`src/rtl/heightmap_to_triangle_mesh_core_assert.svh`:
```
// assertion macros for the heightmap mesh core
// used by the top level only, needs clk and rst_n in scope
`ifndef HEIGHTMAP_TO_TRIANGLE_MESH_CORE_ASSERT_SVH
`define HEIGHTMAP_TO_TRIANGLE_MESH_CORE_ASSERT_SVH

// implication checked on every clock edge after reset
`define HMTM_ASSERT_NOW(label, ante, cons, msg) \
  label: assert property (@(posedge clk) disable iff (!rst_n) (ante) |-> (cons)) \
    else $error(msg);

// implication checked in the cycle after the antecedent
`define HMTM_ASSERT_NEXT(label, ante, cons, msg) \
  label: assert property (@(posedge clk) disable iff (!rst_n) (ante) |=> (cons)) \
    else $error(msg);

`endif

```
`src/rtl/hmtm_pkg.sv`:
```
// shared constants, register codes and control structs of the mesh core
// no dependencies
`default_nettype none
package hmtm_pkg;
  localparam int unsigned MAX_WIDTH_DEF = 4096;
  localparam int unsigned FRAC_BITS_DEF = 16;
  localparam int unsigned MAX_HEIGHT = 4096;
  localparam int unsigned DEPTH_W = 23;
  localparam int unsigned ODEPTH_W = 22;
  localparam int unsigned COORD_W = 24;
  localparam int unsigned NORM_W = 32;
  localparam int unsigned DIM_W = 13;
  localparam int unsigned GAIN_W = 20;
  localparam int unsigned GAIN_FRAC = 24;
  localparam int unsigned SUM_W = 10;
  localparam int unsigned ROW_W = 12;
  localparam int unsigned DIFF_W = DEPTH_W + 1;
  localparam int unsigned PROD_W = DIFF_W + COORD_W + 1;
  localparam int unsigned ADDR_W = 5;
  localparam int unsigned DATA_W = 32;

  typedef enum logic [2:0] {
    REG_WIDTH   = 3'd0,
    REG_HEIGHT  = 3'd1,
    REG_XSTEP   = 3'd2,
    REG_YSTEP   = 3'd3,
    REG_PHEIGHT = 3'd4,
    REG_GAIN    = 3'd5
  } reg_idx_t;

  typedef struct packed {
    logic [DIM_W-1:0]   image_width;
    logic [DIM_W-1:0]   image_height;
    logic [COORD_W-1:0] x_step;
    logic [COORD_W-1:0] y_step;
    logic [COORD_W-1:0] print_height;
    logic [GAIN_W-1:0]  depth_gain;
  } cfg_t;

  typedef struct packed {
    logic accept;
    logic gain;
    logic depth;
    logic commit;
    logic mul;
    logic load1;
    logic load2;
  } dp_cmd_t;

  typedef struct packed {
    logic interior;
    logic out_free;
  } dp_stat_t;
endpackage
`default_nettype wire

```
`src/rtl/hmtm_ctrl.sv`:
```
// sequencer for one pixel: gain, depth, line buffer update, and for interior pixels products and two triangles
// depends on hmtm_pkg
`default_nettype none
module hmtm_ctrl (
  input  wire logic                clk,
  input  wire logic                rst_n,
  input  wire logic                in_valid,
  output logic                     in_ready,
  input  wire hmtm_pkg::dp_stat_t  stat,
  output hmtm_pkg::dp_cmd_t        cmd
);
  typedef enum logic [6:0] {
    S_IDLE   = 7'b0000001,
    S_GAIN   = 7'b0000010,
    S_DEPTH  = 7'b0000100,
    S_COMMIT = 7'b0001000,
    S_MUL    = 7'b0010000,
    S_EMIT1  = 7'b0100000,
    S_EMIT2  = 7'b1000000
  } state_t;

  state_t state_r, state_nxt;

  assign in_ready = (state_r == S_IDLE);

  always_comb begin
    state_nxt = state_r;
    cmd       = '0;
    unique case (state_r)
      S_IDLE: begin
        if (in_valid) begin
          cmd.accept = 1'b1;
          state_nxt  = S_GAIN;
        end
      end
      S_GAIN: begin
        cmd.gain  = 1'b1;
        state_nxt = S_DEPTH;
      end
      S_DEPTH: begin
        cmd.depth = 1'b1;
        state_nxt = S_COMMIT;
      end
      S_COMMIT: begin
        cmd.commit = 1'b1;
        state_nxt  = stat.interior ? S_MUL : S_IDLE;
      end
      S_MUL: begin
        cmd.mul   = 1'b1;
        state_nxt = S_EMIT1;
      end
      S_EMIT1: begin
        if (stat.out_free) begin
          cmd.load1 = 1'b1;
          state_nxt = S_EMIT2;
        end
      end
      S_EMIT2: begin
        if (stat.out_free) begin
          cmd.load2 = 1'b1;
          state_nxt = S_IDLE;
        end
      end
      default: state_nxt = S_IDLE;
    endcase
  end

  always_ff @(posedge clk) begin
    if (!rst_n) begin
      state_r <= S_IDLE;
    end else begin
      state_r <= state_nxt;
    end
  end
endmodule
`default_nettype wire

```
`config.mk`:
```
export PLATFORM = sky130hd
export DESIGN_NAME = hmtm_ctrl
export DESIGN_NICKNAME = d
export VERILOG_FILES = /design/src/rtl/heightmap_to_triangle_mesh_core_assert.svh /design/src/rtl/hmtm_pkg.sv /design/src/rtl/hmtm_ctrl.sv
export SDC_FILE = /design/constraint.sdc
export NUM_CORES = 1
export LEC_CHECK = 0
export ABC_AREA = 1
export BUFFER_PORTS_ARGS = -buffer_cell sky130_fd_sc_hd__buf_4
export CAP_MARGIN = 20
export CORE_AREA = 2 2 39 41
export CTS_BUF_LIST = sky130_fd_sc_hd__clkbuf_4
export CTS_CLUSTER_DIAMETER = 80
export DETAILED_ROUTE_END_ITERATION = 16
export DIE_AREA = 0 0 41 43
export HOLD_SLACK_MARGIN = 0.08
export MAX_ROUTING_LAYER = met4
export PLACE_DENSITY_LB_ADDON = 0.15
export SLEW_MARGIN = 20
export SYNTH_ARGS = -nofsm -noshare
export SYNTH_HDL_FRONTEND = slang
export SYNTH_SLANG_ARGS = --single-unit
```
`constraint.sdc`:
```
create_clock -name clk -period 2.38 [get_ports clk]
set_input_delay 0.238 -clock clk [delete_from_list [all_inputs] [get_ports clk]]
set_output_delay 0.238 -clock clk [all_outputs]
set_load 0.03 [all_outputs]
```
* Yosys cells after proc, flatten, opt, wreduce, memory -nomap -nowiden
Cells that the tools add are included.
** Operators by class
- Equality and inequality tests :: 10
- Multiplexer cells :: 14
- Reductions and logical operators :: 1
** Operators by type and width (count)
- $pmux W7 S7 :: 1
- $mux W7 :: 3
- $mux W1 :: 9
- $eq A7 B1 Y1 const B :: 1
- $eq A7 B2 Y1 const B :: 1
- $eq A7 B3 Y1 const B :: 1
- $eq A7 B4 Y1 const B :: 1
- $eq A7 B5 Y1 const B :: 1
- $eq A7 B6 Y1 const B :: 1
- $eq A7 B7 Y1 const B :: 1
- $ne A2 B2 Y1 const B :: 3
- $mux W5 :: 1
- $reduce_and A3 Y1 :: 1
** Word-level totals
- Register bits after elaboration :: 7
- Input bits :: 5
- Output and inout port bits :: 8
- Logic and storage cells :: 26

* Depth between registers and ports, before layout
- Depth in word-level cells :: 3
- Depth in mapped cells :: 9

* Worst setup path before layout
Ideal clock, no wire load.
- Kind :: register to output
- From :: register state_r[4]
- To :: output port cmd[6] (netlist name)
- Arrival :: 1.279 ns
- Setup slack :: 0.863 ns
- Stages on the path, launching flop included :: 6
- Path buffers :: 0
- Cells stage by stage :: dfxtp_1 nor2_4 nand2_4 nor2_4 inv_2 nor2_1
** RTL lines
- from (decl) :: RTL line hmtm_ctrl.sv:22 : state_t state_r, state_nxt;
- from (signal assigned) :: RTL line hmtm_ctrl.sv:72 : state_r <= state_nxt;
- to (decl) :: RTL line hmtm_ctrl.sv:10 : output hmtm_pkg::dp_cmd_t cmd

==> reports/qor.txt <==
antenna viol nets, final: 0
Syn Std Cell Area: 449.2 sq um
post-synthesis async set-or-reset flop share: 0
Top Registers: state_r x7
met1 layer usage reported by global route: 0.1618
post-synthesis sequential area ratio: 0.3120
Max Fclk: 645.0 MHz
Via density: 4.182
DR vias: 414
CTS Buffer Depth: 2
width of the die: 41 um
core area: 1384 sq um
Initial DRC Count: 4
CP required: 2.14 ns
largest area contributor in the netlist: dfxtp_1
Post-CTS Setup Bufs: 0
met3 Track Usage GR: 0.04712
GRT Total Usage: 0.1330
Tmin final: 1.550 ns
GR Util met2: 0.1719
# rows: 14
Clk pin slew, worst setup/hold paths: 0.06 ns
Die ar.: 1763 sq um
Setup CP Type: flop to output port
clk_lat worst skew: 0.26 ns
Synth top area share: 0.3120
critical path launch point type: flop
PD cells: 544.5 nW/um^2
worst hold path class: input port to flop
Die Height: 43 um
post-layout util: 0.4259
Mean Syn Cell Area: 6.704 sq um
share of cells above drive strength 1: 0.4096
#FFs+latches synth: 7
max FFs per register: 7
RSZ-0062 raised after global routing: false
Mapped Nets: 72
synthesis-to-finish area growth: 31.20%
Synthesis Warnings: 0
Post-synth EDFFs: 0
Top Ports: 13
Worst Path Max Fanout: 6
skew final: 0.004257 ns
busiest grt layer: met2
routed length per instance: 8.899 um
first-pass GRT wire length: 1483 um
clock sink total: 7
Final setup viols: 0
Worst Path Arrival: 1.31 ns
vias in the first global route: 379
n_diodes: 0
post-CTS sizing: 0
CTS tree: done
crit path capture type: output port
TritonCTS Buffers: 3
max_cap viols: 0
drc violations: 0
slew margin rel.: 0.8644
post-route setup slack: 0.8295 ns
placed cell area: 559.3 sq um
Final TNS setup: 0 ns
initial antenna violation count: 0
most instantiated library cell after synthesis: nand2_1
Placer Congestion: 0.7763
CTS H-tree lvls: 1
P_leak: 0.0002941 uW
first drt pass iteration count: 2
status: completed
Max VDD drop: 210.8 uV
Largest Register: state_r
final WL: 881 um
fin area: 589.3 sq um
GRT Residual Overflow: 0
CTS Hold Bufs: 0
dominant synthesized flop cell: dfxtp_1
largest net degree at the start of global routing: 7
CTS root buf: clkbuf_4
port bufs: 12
Placed Cells: 95
Worst Tran Pin Value: 0.2015 ns
Hold Violations, Final: 0
final non-filler cell total: 99
Slew Viols, Final: 0
Synth area leaders: dfxtp_1 31%, nand2_1 12%, nor2_2 11%
Placement Setup Slack: 1.117 ns
Distinct cells, synth: 15
Initial Utilization: 0.3246
hpwl dp: 711.1 um
nets@finish: 89
synth cell count leaders: 14 x nand2_1, 11 x inv_1, 9 x nor2_1
Mapped Cells: 67
period utilization: 0.6515
[cells in the final DEF, fill, tap and decap left out]
cell type  count
inv_1         11
nand2_1       14
o21ai_1        1
nand2_2        1
nor2_2         8
buf_4         12
nor2_1         9
nand2_4        1
inv_2          2
dfxtp_1        7
clkbuf_4       4
a21oi_1        2
nor2_4         4
nand3_1        1
nor3_1         3
nand3_2        2
nor4_1         1
[worst max-delay path: stages (launching register included)]
cell and delay (ns):
dfxtp_1 0.35, nor2_4 0.15, nand2_4 0.10, nor2_4 0.14, inv_2 0.06, nor2_1 0.09, buf_4 0.16
[power by group]
group          switching [uW]  internal [uW]  leakage, uW
Combinational            42.1           26.0     0.000219
Clock                    50.7           75.8    0.0000184
Sequential               4.97            121    0.0000569
[kinds of logic after synthesis]
| kind of cell | after synthesis | share of synthesized area |
|---|---|---|
| compound gates | 3 | 0.03342 |
| buf+inv | 13 | 0.1086 |
| flops | 7 | 0.3120 |
| simple gates | 44 | 0.5459 |
[metal layers]
metal | routed length [um] | vias up
met2 | 370 | 10
met5 | 0 | -
met4 | 36 | 0
li1 | - | 230
met1 | 423 | 169
met3 | 51 | 5
[final timing paths]
kind | from | slack [ns] | depth (start not counted) | to
max reg2reg | state_r[3] | 1.24 | 8 | state_r[2]
max | state_r[4] | 0.83 | 6 | cmd[6]
min | rst_n | 0.22 | 3 | state_r[2]
min reg2reg | state_r[3] | 0.60 | 4 | state_r[4]
[cell type report]
| class | instances | area [sq um] |
|---|---|---|
| fill | 152 | 794.5 |
| multi-input combinational | 47 | 260.3 |
| tap | 16 | 20.02 |
| sequential | 7 | 140.1 |
| clock buffer | 4 | 30.03 |
| inverter | 13 | 48.80 |
| timing repair buffer | 12 | 90.09 |
[per-stage QoR]
stage | hold slack (ns) | power (uW)
6_report | 0.2168 | 320.9
5_1_grt | 0.2160 | 335.4
4_1_cts | 0.2138 | 323.9
3_5_place_dp | 0.4825 | 197.3
3_3_place_gp | 0.4741 | 198.4
2_1_floorplan | 0.3638 | 176.7
No activity file was read; power rests on OpenSTA's default activity.
