--- src/rtl/heightmap_to_triangle_mesh_core_assert.svh ---
// assertion macros for the heightmap mesh core
// used by the top level only, needs clk and rst_n in scope
`ifndef HEIGHTMAP_TO_TRIANGLE_MESH_CORE_ASSERT_SVH
`define HEIGHTMAP_TO_TRIANGLE_MESH_CORE_ASSERT_SVH

// implication checked on every clock edge after reset
`define HMTM_ASSERT_NOW(label, ante, cons, msg) \
  label: assert property (@(posedge clk) disable iff (!rst_n) (ante) |-> (cons)) \
    else $error(msg);

// implication checked in the cycle after the antecedent
`define HMTM_ASSERT_NEXT(label, ante, cons, msg) \
  label: assert property (@(posedge clk) disable iff (!rst_n) (ante) |=> (cons)) \
    else $error(msg);

`endif

--- src/rtl/hmtm_pkg.sv ---
// shared constants, register codes and control structs of the mesh core
// no dependencies
`default_nettype none
package hmtm_pkg;
  localparam int unsigned MAX_WIDTH_DEF = 4096;
  localparam int unsigned FRAC_BITS_DEF = 16;
  localparam int unsigned MAX_HEIGHT = 4096;
  localparam int unsigned DEPTH_W = 23;
  localparam int unsigned ODEPTH_W = 22;
  localparam int unsigned COORD_W = 24;
  localparam int unsigned NORM_W = 32;
  localparam int unsigned DIM_W = 13;
  localparam int unsigned GAIN_W = 20;
  localparam int unsigned GAIN_FRAC = 24;
  localparam int unsigned SUM_W = 10;
  localparam int unsigned ROW_W = 12;
  localparam int unsigned DIFF_W = DEPTH_W + 1;
  localparam int unsigned PROD_W = DIFF_W + COORD_W + 1;
  localparam int unsigned ADDR_W = 5;
  localparam int unsigned DATA_W = 32;

  typedef enum logic [2:0] {
    REG_WIDTH   = 3'd0,
    REG_HEIGHT  = 3'd1,
    REG_XSTEP   = 3'd2,
    REG_YSTEP   = 3'd3,
    REG_PHEIGHT = 3'd4,
    REG_GAIN    = 3'd5
  } reg_idx_t;

  typedef struct packed {
    logic [DIM_W-1:0]   image_width;
    logic [DIM_W-1:0]   image_height;
    logic [COORD_W-1:0] x_step;
    logic [COORD_W-1:0] y_step;
    logic [COORD_W-1:0] print_height;
    logic [GAIN_W-1:0]  depth_gain;
  } cfg_t;

  typedef struct packed {
    logic accept;
    logic gain;
    logic depth;
    logic commit;
    logic mul;
    logic load1;
    logic load2;
  } dp_cmd_t;

  typedef struct packed {
    logic interior;
    logic out_free;
  } dp_stat_t;
endpackage
`default_nettype wire

--- src/rtl/hmtm_regs.sv ---
// apb configuration register file
// depends on hmtm_pkg
`default_nettype none
module hmtm_regs (
  input  wire logic                          clk,
  input  wire logic                          rst_n,
  input  wire logic                          psel,
  input  wire logic                          penable,
  input  wire logic                          pwrite,
  input  wire logic [hmtm_pkg::ADDR_W-1:0]   paddr,
  input  wire logic [hmtm_pkg::DATA_W-1:0]   pwdata,
  output logic      [hmtm_pkg::DATA_W-1:0]   prdata,
  output logic                               pready,
  output hmtm_pkg::cfg_t                     cfg
);
  hmtm_pkg::cfg_t     cfg_r;
  hmtm_pkg::reg_idx_t idx;
  logic               wr;

  assign idx    = hmtm_pkg::reg_idx_t'(paddr[hmtm_pkg::ADDR_W-1:2]);
  assign wr     = psel && penable && pwrite;
  assign pready = 1'b1;
  assign cfg    = cfg_r;

  always_ff @(posedge clk) begin
    if (!rst_n) begin
      cfg_r.image_width  <= hmtm_pkg::DIM_W'(2);
      cfg_r.image_height <= hmtm_pkg::DIM_W'(2);
      cfg_r.x_step       <= hmtm_pkg::COORD_W'(65536);
      cfg_r.y_step       <= hmtm_pkg::COORD_W'(65536);
      cfg_r.print_height <= hmtm_pkg::COORD_W'(65536);
      cfg_r.depth_gain   <= '0;
    end else if (wr) begin
      unique case (idx)
        hmtm_pkg::REG_WIDTH:   cfg_r.image_width  <= pwdata[hmtm_pkg::DIM_W-1:0];
        hmtm_pkg::REG_HEIGHT:  cfg_r.image_height <= pwdata[hmtm_pkg::DIM_W-1:0];
        hmtm_pkg::REG_XSTEP:   cfg_r.x_step       <= pwdata[hmtm_pkg::COORD_W-1:0];
        hmtm_pkg::REG_YSTEP:   cfg_r.y_step       <= pwdata[hmtm_pkg::COORD_W-1:0];
        hmtm_pkg::REG_PHEIGHT: cfg_r.print_height <= pwdata[hmtm_pkg::COORD_W-1:0];
        hmtm_pkg::REG_GAIN:    cfg_r.depth_gain   <= pwdata[hmtm_pkg::GAIN_W-1:0];
        default: ;
      endcase
    end
  end

  always_comb begin
    unique case (idx)
      hmtm_pkg::REG_WIDTH:   prdata = hmtm_pkg::DATA_W'(cfg_r.image_width);
      hmtm_pkg::REG_HEIGHT:  prdata = hmtm_pkg::DATA_W'(cfg_r.image_height);
      hmtm_pkg::REG_XSTEP:   prdata = hmtm_pkg::DATA_W'(cfg_r.x_step);
      hmtm_pkg::REG_YSTEP:   prdata = hmtm_pkg::DATA_W'(cfg_r.y_step);
      hmtm_pkg::REG_PHEIGHT: prdata = hmtm_pkg::DATA_W'(cfg_r.print_height);
      hmtm_pkg::REG_GAIN:    prdata = hmtm_pkg::DATA_W'(cfg_r.depth_gain);
      default:               prdata = '0;
    endcase
  end
endmodule
`default_nettype wire

--- config.mk ---
export PLATFORM = sky130hd
export DESIGN_NAME = hmtm_regs
export DESIGN_NICKNAME = d
export VERILOG_FILES = /design/src/rtl/heightmap_to_triangle_mesh_core_assert.svh /design/src/rtl/hmtm_pkg.sv /design/src/rtl/hmtm_regs.sv
export SDC_FILE = /design/constraint.sdc
export NUM_CORES = 1
export LEC_CHECK = 0
export BUFFER_PORTS_ARGS = -buffer_cell sky130_fd_sc_hd__buf_2
export CAP_MARGIN = 0
export CORE_MARGIN = 8
export CORE_UTILIZATION = 45
export CTS_CLUSTER_DIAMETER = 30
export DETAILED_ROUTE_END_ITERATION = 6
export GPL_ROUTABILITY_DRIVEN = 0
export PLACE_DENSITY = 0.76
export SYNTH_ARGS = -nofsm -noshare
export SYNTH_HDL_FRONTEND = slang
export SYNTH_SLANG_ARGS = --single-unit
--- constraint.sdc ---
create_clock -name clk -period 1.5 [get_ports clk]
set_input_delay 0.3 -clock clk [delete_from_list [all_inputs] [get_ports clk]]
set_output_delay 0.3 -clock clk [all_outputs]
set_load 0.02 [all_outputs]
After elaboration in Yosys (flattened, before gate mapping)
Index checks and enable logic that the tools add are counted.

cells by class
  equality and inequality tests = 5
  reductions and logical operators = 9
  multiplexer cells = 1

operators with widths
  cell                                                  number
  case mux 24 bit (6 select lines)                      1
  AND reduction 2 bit                                   6
  equality test 3 x 2 -> 1 bit (second input constant)  2
  equality test 3 bit (second input constant)           2
  equality test 3 x 1 -> 1 bit (second input constant)  1
  zero test 3 bit                                       1
  logical AND 1 bit                                     2

storage, ports and cells
  word-level logic and storage cells = 21
  input bits = 42
  register bits = 118
  output and inout bits = 151

Longest topological paths before layout
Gate-level depths: netlist (run 1).

  depth in word-level cells = 3
  gate-level depth with buffers = 5
  depth with buffers taken out = 3

Least setup slack after synthesis (run 1)
Ideal clock, no wire load.

  path type = input to output
  from = input port paddr[2] in the netlist's numbering
  to = output port prdata[20] in the netlist's numbering
  arrival time = 1.462 ns
  path buffers = 3
  stages on the path = 5
  slack = -0.262 ns
  path through = buf_2 buf_2 buf_4 mux2i_1 o21ai_0

on the way
  cells in the longest elaborated chain, start to end = 2
  elaborated cells on any way between the ends = 7
  those cells by class = eq/ne: 5; mux: 1; reduce/logical: 1

RTL lines
  what                                               line             RTL
  start, declared                                    hmtm_regs.sv:10  input wire logic [hmtm_pkg::ADDR_W-1:0] paddr,
  equality test 3 bit, or another cell as far along  hmtm_regs.sv:47  unique case (idx)
  case mux 24 bit (6 select lines) *                 hmtm_regs.sv:47
  end, declared                                      hmtm_regs.sv:12  output logic [hmtm_pkg::DATA_W-1:0] prdata,

Mark *: on every way between the ends. The rest lies on a longest branch, timed or not.

Worst setup path after layout (run 1)
  from = register cfg_r (netlist bit cfg[117])
  to = output port prdata[12] in the netlist's numbering

on the way
  cells in the longest elaborated chain, start to end = 1

RTL lines
  what                              line             RTL
  start, declared                   hmtm_regs.sv:16  hmtm_pkg::cfg_t cfg_r;
  case mux 24 bit (6 select lines)  hmtm_regs.sv:47

Every way passes these cells.

==> impl_metrics.json, run 1 <==
{
  "status": "finished with violations",
  "violations": "setup timing",
  "syn-instance-count": 550,
  "cts_sinks": 118,
  "synth_top_family_by_area": "multiplexers",
  "synth_mux_area_share_pct": 30.4,
  "post_drt_wl_per_cell_um": 20.2,
  "critPathBufInv": 1,
  "crit_path_end_kind": "output port",
  "cp_top_family": "simple AND/OR/NAND/NOR gates",
  "cts_hold_buf": 0,
  "synth_area_mm2": 0.00539,
  "setup_viol": 18,
  "antenna_found_initial": 0,
  "wirelength_um": 19000,
  "min_from": "pwdata[16]",
  "largest_register_ffs": 118,
  "yosysWarnings": 0,
  "yosysSeqAreaShare_pct": 43.8,
  "cp_max_fo": 2,
  "dpl-instance-area_mm2": 0.00685,
  "peakVddDrop_mv": 0.795,
  "r2r-start": "cfg[107]",
  "synth_edf_count": 0,
  "startpoint": "cfg[117]",
  "dp.cells": 880,
  "grt_pass1_wl_um": 28800,
  "io_buffers": 173,
  "met1_usage_pct": 23.9,
  "layout_commonest_cell": "buf_2",
  "avgSynthCellArea_um2": 9.81,
  "synth-seq-cells": 118,
  "synth-adder-area-share_pct": 0,
  "skew_ns": 0,
  "yosys.area_share.simple_pct": 14.5,
  "slew_viol_final": 0,
  "rsz0062_at_grt": "true",
  "final_cells": 939,
  "grt_most_used_layer": "met2",
  "grtUsageMet2_pct": 40.1,
  "period_share_pct": 126,
  "clockRootBuffer": "clkbuf_16",
  "synth-compound-area-share_pct": 5.20,
  "timing.final.hold_violations": 0,
  "clk_pin_slew_ns": 0.06,
  "drc_errors": 0,
  "hpwl_um": 12700,
  "layout-drive-gt1-share_pct": 50.9,
  "period_needed_ns": 1.90,
  "die_x_um": 125,
  "area_delta_synth_final_pct": 51.6,
  "synthFlopType": "dfxtp_1",
  "vias": 5028,
  "cts_max_level": 4,
  "core_mm2": 0.0119,
  "viasPerCell": 5.35,
  "pwr_density_cell_mw_per_mm2": 989,
  "antenna_cells": 0,
  "slowest_stage": "or4b_4",
  "clockBufferDepth": 2,
  "layout_common_cells": "145 x buf_2, 141 x mux2i_1, 139 x nand2_1",
  "first_iter_violations": 326,
  "grt_max_degree": 53,
  "cp_slowest_stage_delay_ns": 0.46,
  "grt_pass1_vias": 5443,
  "core.rowCount": 40,
  "start_kind": "flop",
  "start_util_pct": 45.5,
  "dr.pass1.iters": 4,
  "path_class": "reg -> out",
  "pin_count": 193,
  "hp-class": "in -> reg",
  "ys_types": 35,
  "cts_tree": "done",
  "die_height_um": 125,
  "regToRegSetupSlack_ns": 0.70,
  "synth_xor_area_share_pct": 0,
  "maxCapViolCount": 0,
  "insertion_delay_ns": 0.42,
  "fin_nets": 821,
  "crit_path_cell_trace": "or4b_4 > o21ai_2 > a221o_1 > buf_6",
  "cts_buffers": 17,
  "async_flop_share_pct": 0,
  "p_leak_nw": 3.64,
  "critPathArrivalTime_ns": 1.60,
  "antenna_left": 0,
  "grt_usage_pct": 23.1,
  "die_area_mm2": 0.0157,
  "fmax_ghz": 0.527,
  "fin_area_mm2": 0.00818,
  "cp_data_required_time_ns": 1.20,
  "met3_usage_pct": 9.56,
  "setup_ws_ns": -0.396,
  "grt-ovfl-total": 0
}
[synthesized netlist by cell type (4+ instances only)]
cell	number	share of area (%)
nor2_1	4	0.28
nor2b_1	9	1.0
clkbuf_1	18	1.3
nand2b_1	4	0.46
mux2i_1	148	27
mux2_2	10	2.1
buf_2	10	0.93
nand2_1	142	9.9
o21ai_0	6	0.56
inv_1	7	0.49
a22oi_1	4	0.56
o22ai_1	12	1.4
a221o_1	7	1.3
dfxtp_1	118	44
o32ai_1	4	0.65
buf_4	17	2.4
[worst register-to-register path, cell delays in order, from the launching register on]
cell and delay (ns):
dfxtp_2 0.32, buf_4 0.12, buf_4 0.12, nand2_1 0.05, mux2i_1 0.07
[final timing paths]
kind,to,depth (start not counted)
setup / recovery,prdata[12],4
hold / removal,cfg[16],3
setup reg to reg,cfg[107],4
hold reg to reg,cfg[1],2
[power breakdown]
group	switching (mW)	internal [mW]	total, mW
Sequential	0.0195	3.16	3.18
Clock	1.55	2.67	4.22
Combinational	0.397	0.296	0.692
[cell type report]
| class | count | area [um^2] |
|---|---|---|
| repair buffers | 252 | 1900 |
| well taps | 147 | 184 |
| clock buffers | 18 | 439 |
| fillers | 853 | 3680 |
| clock inverters | 14 | 175 |
| inverters | 7 | 26.3 |
| flip-flops and latches | 118 | 2420 |
| multi-input cells | 383 | 3030 |
[per-stage QoR]
| step | worst slack, ns | setup TNS (ns) | hold WS (ns) | total power, mW | util, % |
|---|---|---|---|---|---|
| after floorplan | -0.0247 | -0.0536 | 0.442 | 3.60 | - |
| after global placement | -0.396 | -21.81 | 0.454 | 3.81 | 57.8 |
| after detailed placement | -0.418 | -24.74 | 0.457 | 3.83 | 57.8 |
| after CTS | -0.402 | -4.45 | 0.143 | 8.07 | 65.7 |
| after global routing | -0.427 | -4.27 | 0.167 | 8.33 | 69.0 |
| final | -0.396 | -3.50 | 0.151 | 8.09 | 69.0 |
[repair_timing]
item / 4_1_cts / 5_1_grt
endpoints found under the hold margin: 0 / 0
gates resized for setup: 82 / 78
cloned: 1 / 1
pin swaps: 12 / 15
setup endpoints to repair: 24 / 31
buffers inserted: 10 / 15
[logic make-up (layout without fill, tap and decap cells)]
group	count (synthesis)	after routing
muxes	160	160
DFF	118	118
buffers and inverters	56	291
other	2	9
AOI/OAI and AO/OA	39	39
and+or+nand+nor	175	175
[per-layer routing]
layer / part of all wire (%) / wire [um] / vias to the layer above
met5: 0 / 0 / -
met3: 7.6 / 1450 / 42
met4: 2.3 / 431 / 0
met1: 41 / 7710 / 2435
met2: 49 / 9390 / 202
li1: - / - / 2349
Power figures use the tool's default switching activity.
==> inputs of run 2 (changes only) <==
--- a/config.mk
+++ b/config.mk
@@ -13,6 +13,7 @@
 export DETAILED_ROUTE_END_ITERATION = 6
 export GPL_ROUTABILITY_DRIVEN = 0
 export PLACE_DENSITY = 0.76
+export REMOVE_ABC_BUFFERS = 1
 export SYNTH_ARGS = -nofsm -noshare
 export SYNTH_HDL_FRONTEND = slang
 export SYNTH_SLANG_ARGS = --single-unit
==> run 2 against run 1 <==
Compared with the run above: the flow still finishes with violations (setup timing); first-iteration DRC count is 33% higher; via count rose by 1.6%; hold slack better by 0.0017 ns; clock skew unchanged; non-clock buffer count fell by 6; clock power shrank 14%; design area increased by 0.80%; power decreased by 6.7%; count of clock-buffer cells in the layout increased by 8; register-to-register slack worse by 0.02 ns; critical path type unchanged; largest power group unchanged.
==> impl_metrics.json, run 2 (synthesized netlist as in run 1, its figures left out) <==
{
  "peakVddDrop_mv": 0.569,
  "dr.pass1.iters": 5,
  "path_class": "reg -> out",
  "rsz0062_at_grt": "true",
  "clk_pin_slew_ns": 0.05,
  "place_ws_ns": -0.328,
  "hp-class": "in -> reg",
  "start_kind": "flop",
  "antenna_found_initial": 0,
  "violations": "setup timing",
  "cp_max_fo": 2,
  "setup_viol": 23,
  "slowest_stage": "or4b_4",
  "cp_top_family": "simple AND/OR/NAND/NOR gates",
  "p_leak_nw": 3.61,
  "total_power_mw": 7.54,
  "layout-drive-gt1-share_pct": 51.4,
  "io_buffers": 173,
  "cp_slowest_stage_delay_ns": 0.46,
  "post_drt_wl_per_cell_um": 19.9,
  "crit_path_cell_trace": "or4b_4 > o21ai_2 > a221o_1 > buf_6",
  "cts_max_level": 4,
  "antenna_left": 0,
  "drc_errors": 0,
  "critPathBufInv": 1,
  "die_x_um": 125,
  "cts_tree": "done",
  "top_layer_used": "met4",
  "die_area_mm2": 0.0157,
  "fmax_ghz": 0.552,
  "grt_pass1_vias": 5486,
  "critPathArrivalTime_ns": 1.51,
  "first_iter_violations": 433,
  "grt-ovfl-total": 0,
  "status": "finished with violations",
  "grt_max_degree": 70,
  "core_mm2": 0.0119,
  "dr_wl_met3_um": 1230,
  "clockRootBuffer": "clkbuf_16",
  "timing.final.hold_violations": 0,
  "final_core_utilization_pct": 69.5,
  "cts_sinks": 118,
  "pwr_density_cell_mw_per_mm2": 915,
  "cts_buffers": 17,
  "crit_path_end_kind": "output port",
  "setup_ws_ns": -0.313,
  "period_share_pct": 121,
  "core.rowCount": 40,
  "area_delta_synth_final_pct": 52.8,
  "clockBufferDepth": 2,
  "cts_hold_buf": 0,
  "wirelength_um": 18600,
  "skew_ns": 0,
  "fin_area_mm2": 0.00824,
  "insertion_delay_ns": 0.42,
  "grt_pass1_wl_um": 28600,
  "maxCapViolCount": 0,
  "die_height_um": 125,
  "cp_data_required_time_ns": 1.20,
  "layout_commonest_cell": "buf_2",
  "met1Wirelength_um": 7460,
  "dpl-instance-area_mm2": 0.00663,
  "antenna_cells": 0,
  "slew_viol_final": 0,
  "start_util_pct": 45.5,
  "layout_common_cells": "145 x buf_2, 138 x nand2_1, 133 x mux2i_1",
  "vias": 5110,
  "viasPerCell": 5.49,
  "pin_count": 193,
  "grt_usage_pct": 22.7,
  "hpwl_um": 12200,
  "largest_register_ffs": 118,
  "wl_met2_um": 9350,
  "fin_nets": 815,
  "period_needed_ns": 1.81
}
==> run 2: what timing repair did <==
| action | in CTS | in global routing |
|---|---|---|
| hold endpoints to repair | 0 | 0 |
| cloned | 3 | 0 |
| setup buffers | 29 | 4 |
| gates resized for setup | 164 | 64 |
| setup endpoints to repair | 24 | 24 |
| pin swaps | 15 | 11 |
==> run 2: worst min-delay path, cell delays in order <==
cell     delay [ns]
buf_2          0.11
nand2_1        0.05
mux2i_1        0.06
==> run 2: worst paths after layout <==
| path | start | to | slack (ns) | depth (start not counted) |
|---|---|---|---|---|
| setup / recovery | cfg[117] | prdata[12] | -0.31 | 4 |
| hold / removal | pwdata[16] | cfg[16] | 0.15 | 3 |
| setup reg to reg | cfg[47] | cfg[47] | 0.68 | 4 |
| hold reg to reg | cfg[9] | cfg[9] | 0.47 | 2 |
==> run 2: power breakdown <==
group          internal [mW]  total (mW)  switching [mW]
Clock                   2.30        3.64            1.34
Sequential              3.16        3.19          0.0213
Combinational          0.311       0.721           0.410
Total                   5.77        7.54            1.77
==> run 2: routing by layer <==
layer | up-vias | track usage, %
li1 | 2336 | -
met1 | 2486 | 24.6
met2 | 240 | 39.9
met3 | 48 | 6.97
met4 | 0 | 10.2
met5 | - | 0
==> run 2: layout make-up <==
class | instances | area, um^2
multi-input combinational | 383 | 3170
clock inverter | 4 | 20.0
inverter | 7 | 26.3
sequential | 118 | 2430
tap | 147 | 184
clock buffer | 26 | 509
fill | 854 | 3620
timing repair buffer | 246 | 1900
==> run 2: through the flow <==
stage | cells | setup TNS [ns] | hold WS [ns]
6_report | 931 | -3.52 | 0.152
5_1_grt | 931 | -4.39 | 0.138
4_1_cts | 929 | -3.58 | 0.141
3_5_place_dp | 868 | -31.53 | 0.460
3_3_place_gp | 868 | -26.59 | 0.451
2_1_floorplan | 508 | -34.40 | 0.442
==> inputs of run 3 (changes only) <==
--- a/config.mk
+++ b/config.mk
@@ -8,11 +8,11 @@
 export BUFFER_PORTS_ARGS = -buffer_cell sky130_fd_sc_hd__buf_2
 export CAP_MARGIN = 0
 export CORE_MARGIN = 8
-export CORE_UTILIZATION = 45
+export CORE_UTILIZATION = 25
 export CTS_CLUSTER_DIAMETER = 30
 export DETAILED_ROUTE_END_ITERATION = 6
 export GPL_ROUTABILITY_DRIVEN = 0
-export PLACE_DENSITY = 0.76
+export GPL_TIMING_DRIVEN = 0
 export REMOVE_ABC_BUFFERS = 1
 export SYNTH_ARGS = -nofsm -noshare
 export SYNTH_HDL_FRONTEND = slang
==> run 3 against run 2 <==
Compared with the run above: the flow still finishes with violations (setup timing); global-route usage decreased by 8.6 points; die area rose by 69%; clock power up 20%; sequential power about the same; count of clock-buffer cells in the layout down 3; sequential cell count stayed put; routed wire length is 4.7% higher; critical path depth unchanged; non-clock buffer count down 31; critical endpoint unchanged; sequential share of layout area rose by 1.2 points.
==> impl_metrics.json, run 3 (synthesized netlist as in run 1, its figures left out) <==
{
  "layout_commonest_cell": "buf_2",
  "slew_viol_final": 0,
  "grt-ovfl-total": 0,
  "clockRootBuffer": "clkbuf_16",
  "slowest_stage": "or4b_4",
  "period_needed_ns": 1.81,
  "hpwl_um": 12000,
  "cts_sinks": 118,
  "cts_tree": "done",
  "fin_nets": 785,
  "fin_area_mm2": 0.00794,
  "dpl-instance-area_mm2": 0.00647,
  "grt_max_degree": 75,
  "grt_pass1_wl_um": 28600,
  "seq_area_mm2": 0.00244,
  "critPathArrivalTime_ns": 1.51,
  "largest_register_ffs": 118,
  "first_iter_violations": 184,
  "clockBufferDepth": 2,
  "clk_pin_slew_ns": 0.05,
  "post_drt_wl_per_cell_um": 18.8,
  "met3_usage_pct": 4.63,
  "cts_buffers": 17,
  "insertion_delay_ns": 0.40,
  "crit_path_cell_trace": "or4b_4 > o21ai_2 > a221o_1 > buf_6",
  "rsz0062_at_grt": "true",
  "period_share_pct": 121,
  "timing.final.hold_violations": 0,
  "setup_ws_ns": -0.312,
  "cts_hold_buf": 0,
  "grt_most_used_layer": "met2",
  "skew_ns": 0,
  "crit_path_end_kind": "output port",
  "viasPerCell": 4.55,
  "multiInputGateArea_mm2": 0.00296,
  "status": "finished with violations",
  "start_kind": "flop",
  "final_core_utilization_pct": 37.7,
  "core_mm2": 0.0211,
  "cp_top_family": "simple AND/OR/NAND/NOR gates",
  "p_leak_nw": 3.44,
  "layout-drive-gt1-share_pct": 47.2,
  "pwr_density_cell_mw_per_mm2": 1030,
  "die_x_um": 163,
  "start_util_pct": 25.6,
  "met1_usage_pct": 17.4,
  "fmax_ghz": 0.552,
  "cp_data_required_time_ns": 1.20,
  "slew-limit-headroom_pct": 48.7,
  "cp_slowest_stage_delay_ns": 0.45,
  "path_class": "reg -> out",
  "peakVddDrop_mv": 0.665,
  "die_area_mm2": 0.0265,
  "antenna_cells": 0,
  "io_buffers": 173,
  "fillCellCount": 2124,
  "maxCapViolCount": 0,
  "vias": 4686,
  "antenna_found_initial": 0,
  "critPathBufInv": 1,
  "violations": "setup timing",
  "setup_viol": 13,
  "area_delta_synth_final_pct": 47.3,
  "antenna_left": 0,
  "core.rowCount": 53,
  "grt_pass1_vias": 4843,
  "grtUsageMet2_pct": 23.3,
  "worstMarginPinSlew_ns": 0.770,
  "fin_tns_setup_ns": -2.81,
  "cp_max_fo": 2,
  "place_ws_ns": -1.78,
  "drc_errors": 0,
  "dr.pass1.iters": 4,
  "grt_usage_pct": 14.1,
  "hp-class": "in -> reg",
  "wirelength_um": 19400,
  "die_height_um": 163,
  "layout_common_cells": "146 x buf_2, 144 x mux2i_1, 142 x nand2_1",
  "pin_count": 193,
  "cts_max_level": 4
}
run 3: cell count changes in the layout (fill, tap and decap cells not counted), sizes merged:
cell | before | now
buf | 246 | 213
bufbuf | 0 | 1
bufinv | 0 | 4
clkbuf | 26 | 24
clkinvlp | 0 | 1
nor2 | 7 | 8
run 3: layer usage:
metal	up-vias	part of all wire (%)
li1	2270	-
met1	2256	45
met2	147	47
met3	13	6.5
met4	0	0.83
met5	-	0
run 3: area by class of cell:
class | count | area share, %
clock buffers | 23 | 6.02
repair buffers | 215 | 19.5
well taps | 275 | 4.33
inverters | 7 | 0.331
flip-flops and latches | 118 | 30.7
multi-input cells | 384 | 37.2
clock inverters | 9 | 1.86
run 3: report_power, final:
| part | leakage (nW) | internal (mW) | switching (mW) |
|---|---|---|---|
| Clock | 0.307 | 2.90 | 1.45 |
| Sequential | 0.980 | 3.16 | 0.0174 |
| Combinational | 2.15 | 0.235 | 0.383 |
run 3: tightest hold or removal path: stages:
cell and delay [ns]:
buf_2 0.10, nand2_1 0.05, mux2i_1 0.05
run 3: per-stage QoR:
step | hold WS (ns) | total power, mW | std cells
6_report | 0.143 | 8.15 | 1031
5_1_grt | 0.151 | 8.44 | 1031
4_1_cts | 0.131 | 8.23 | 1026
3_5_place_dp | 0.457 | 3.73 | 960
3_3_place_gp | 0.452 | 3.72 | 956
2_1_floorplan | 0.442 | 3.46 | 508
run 3: final timing paths:
path	startpoint	end	slack (ns)	depth (start not counted)
worst min register to register	cfg[14]	cfg[14]	0.46	2
worst max-delay path	cfg[117]	prdata[12]	-0.31	4
worst min-delay path	pwdata[16]	cfg[16]	0.14	3
worst max register to register	cfg[44]	cfg[44]	0.79	3
run 3: what timing repair did:
action / CTS / global route
cloned: 3 / 1
gates resized for setup: 120 / 46
buffers inserted: 31 / 4
setup endpoints to repair: 142 / 36
pin swaps: 16 / 14
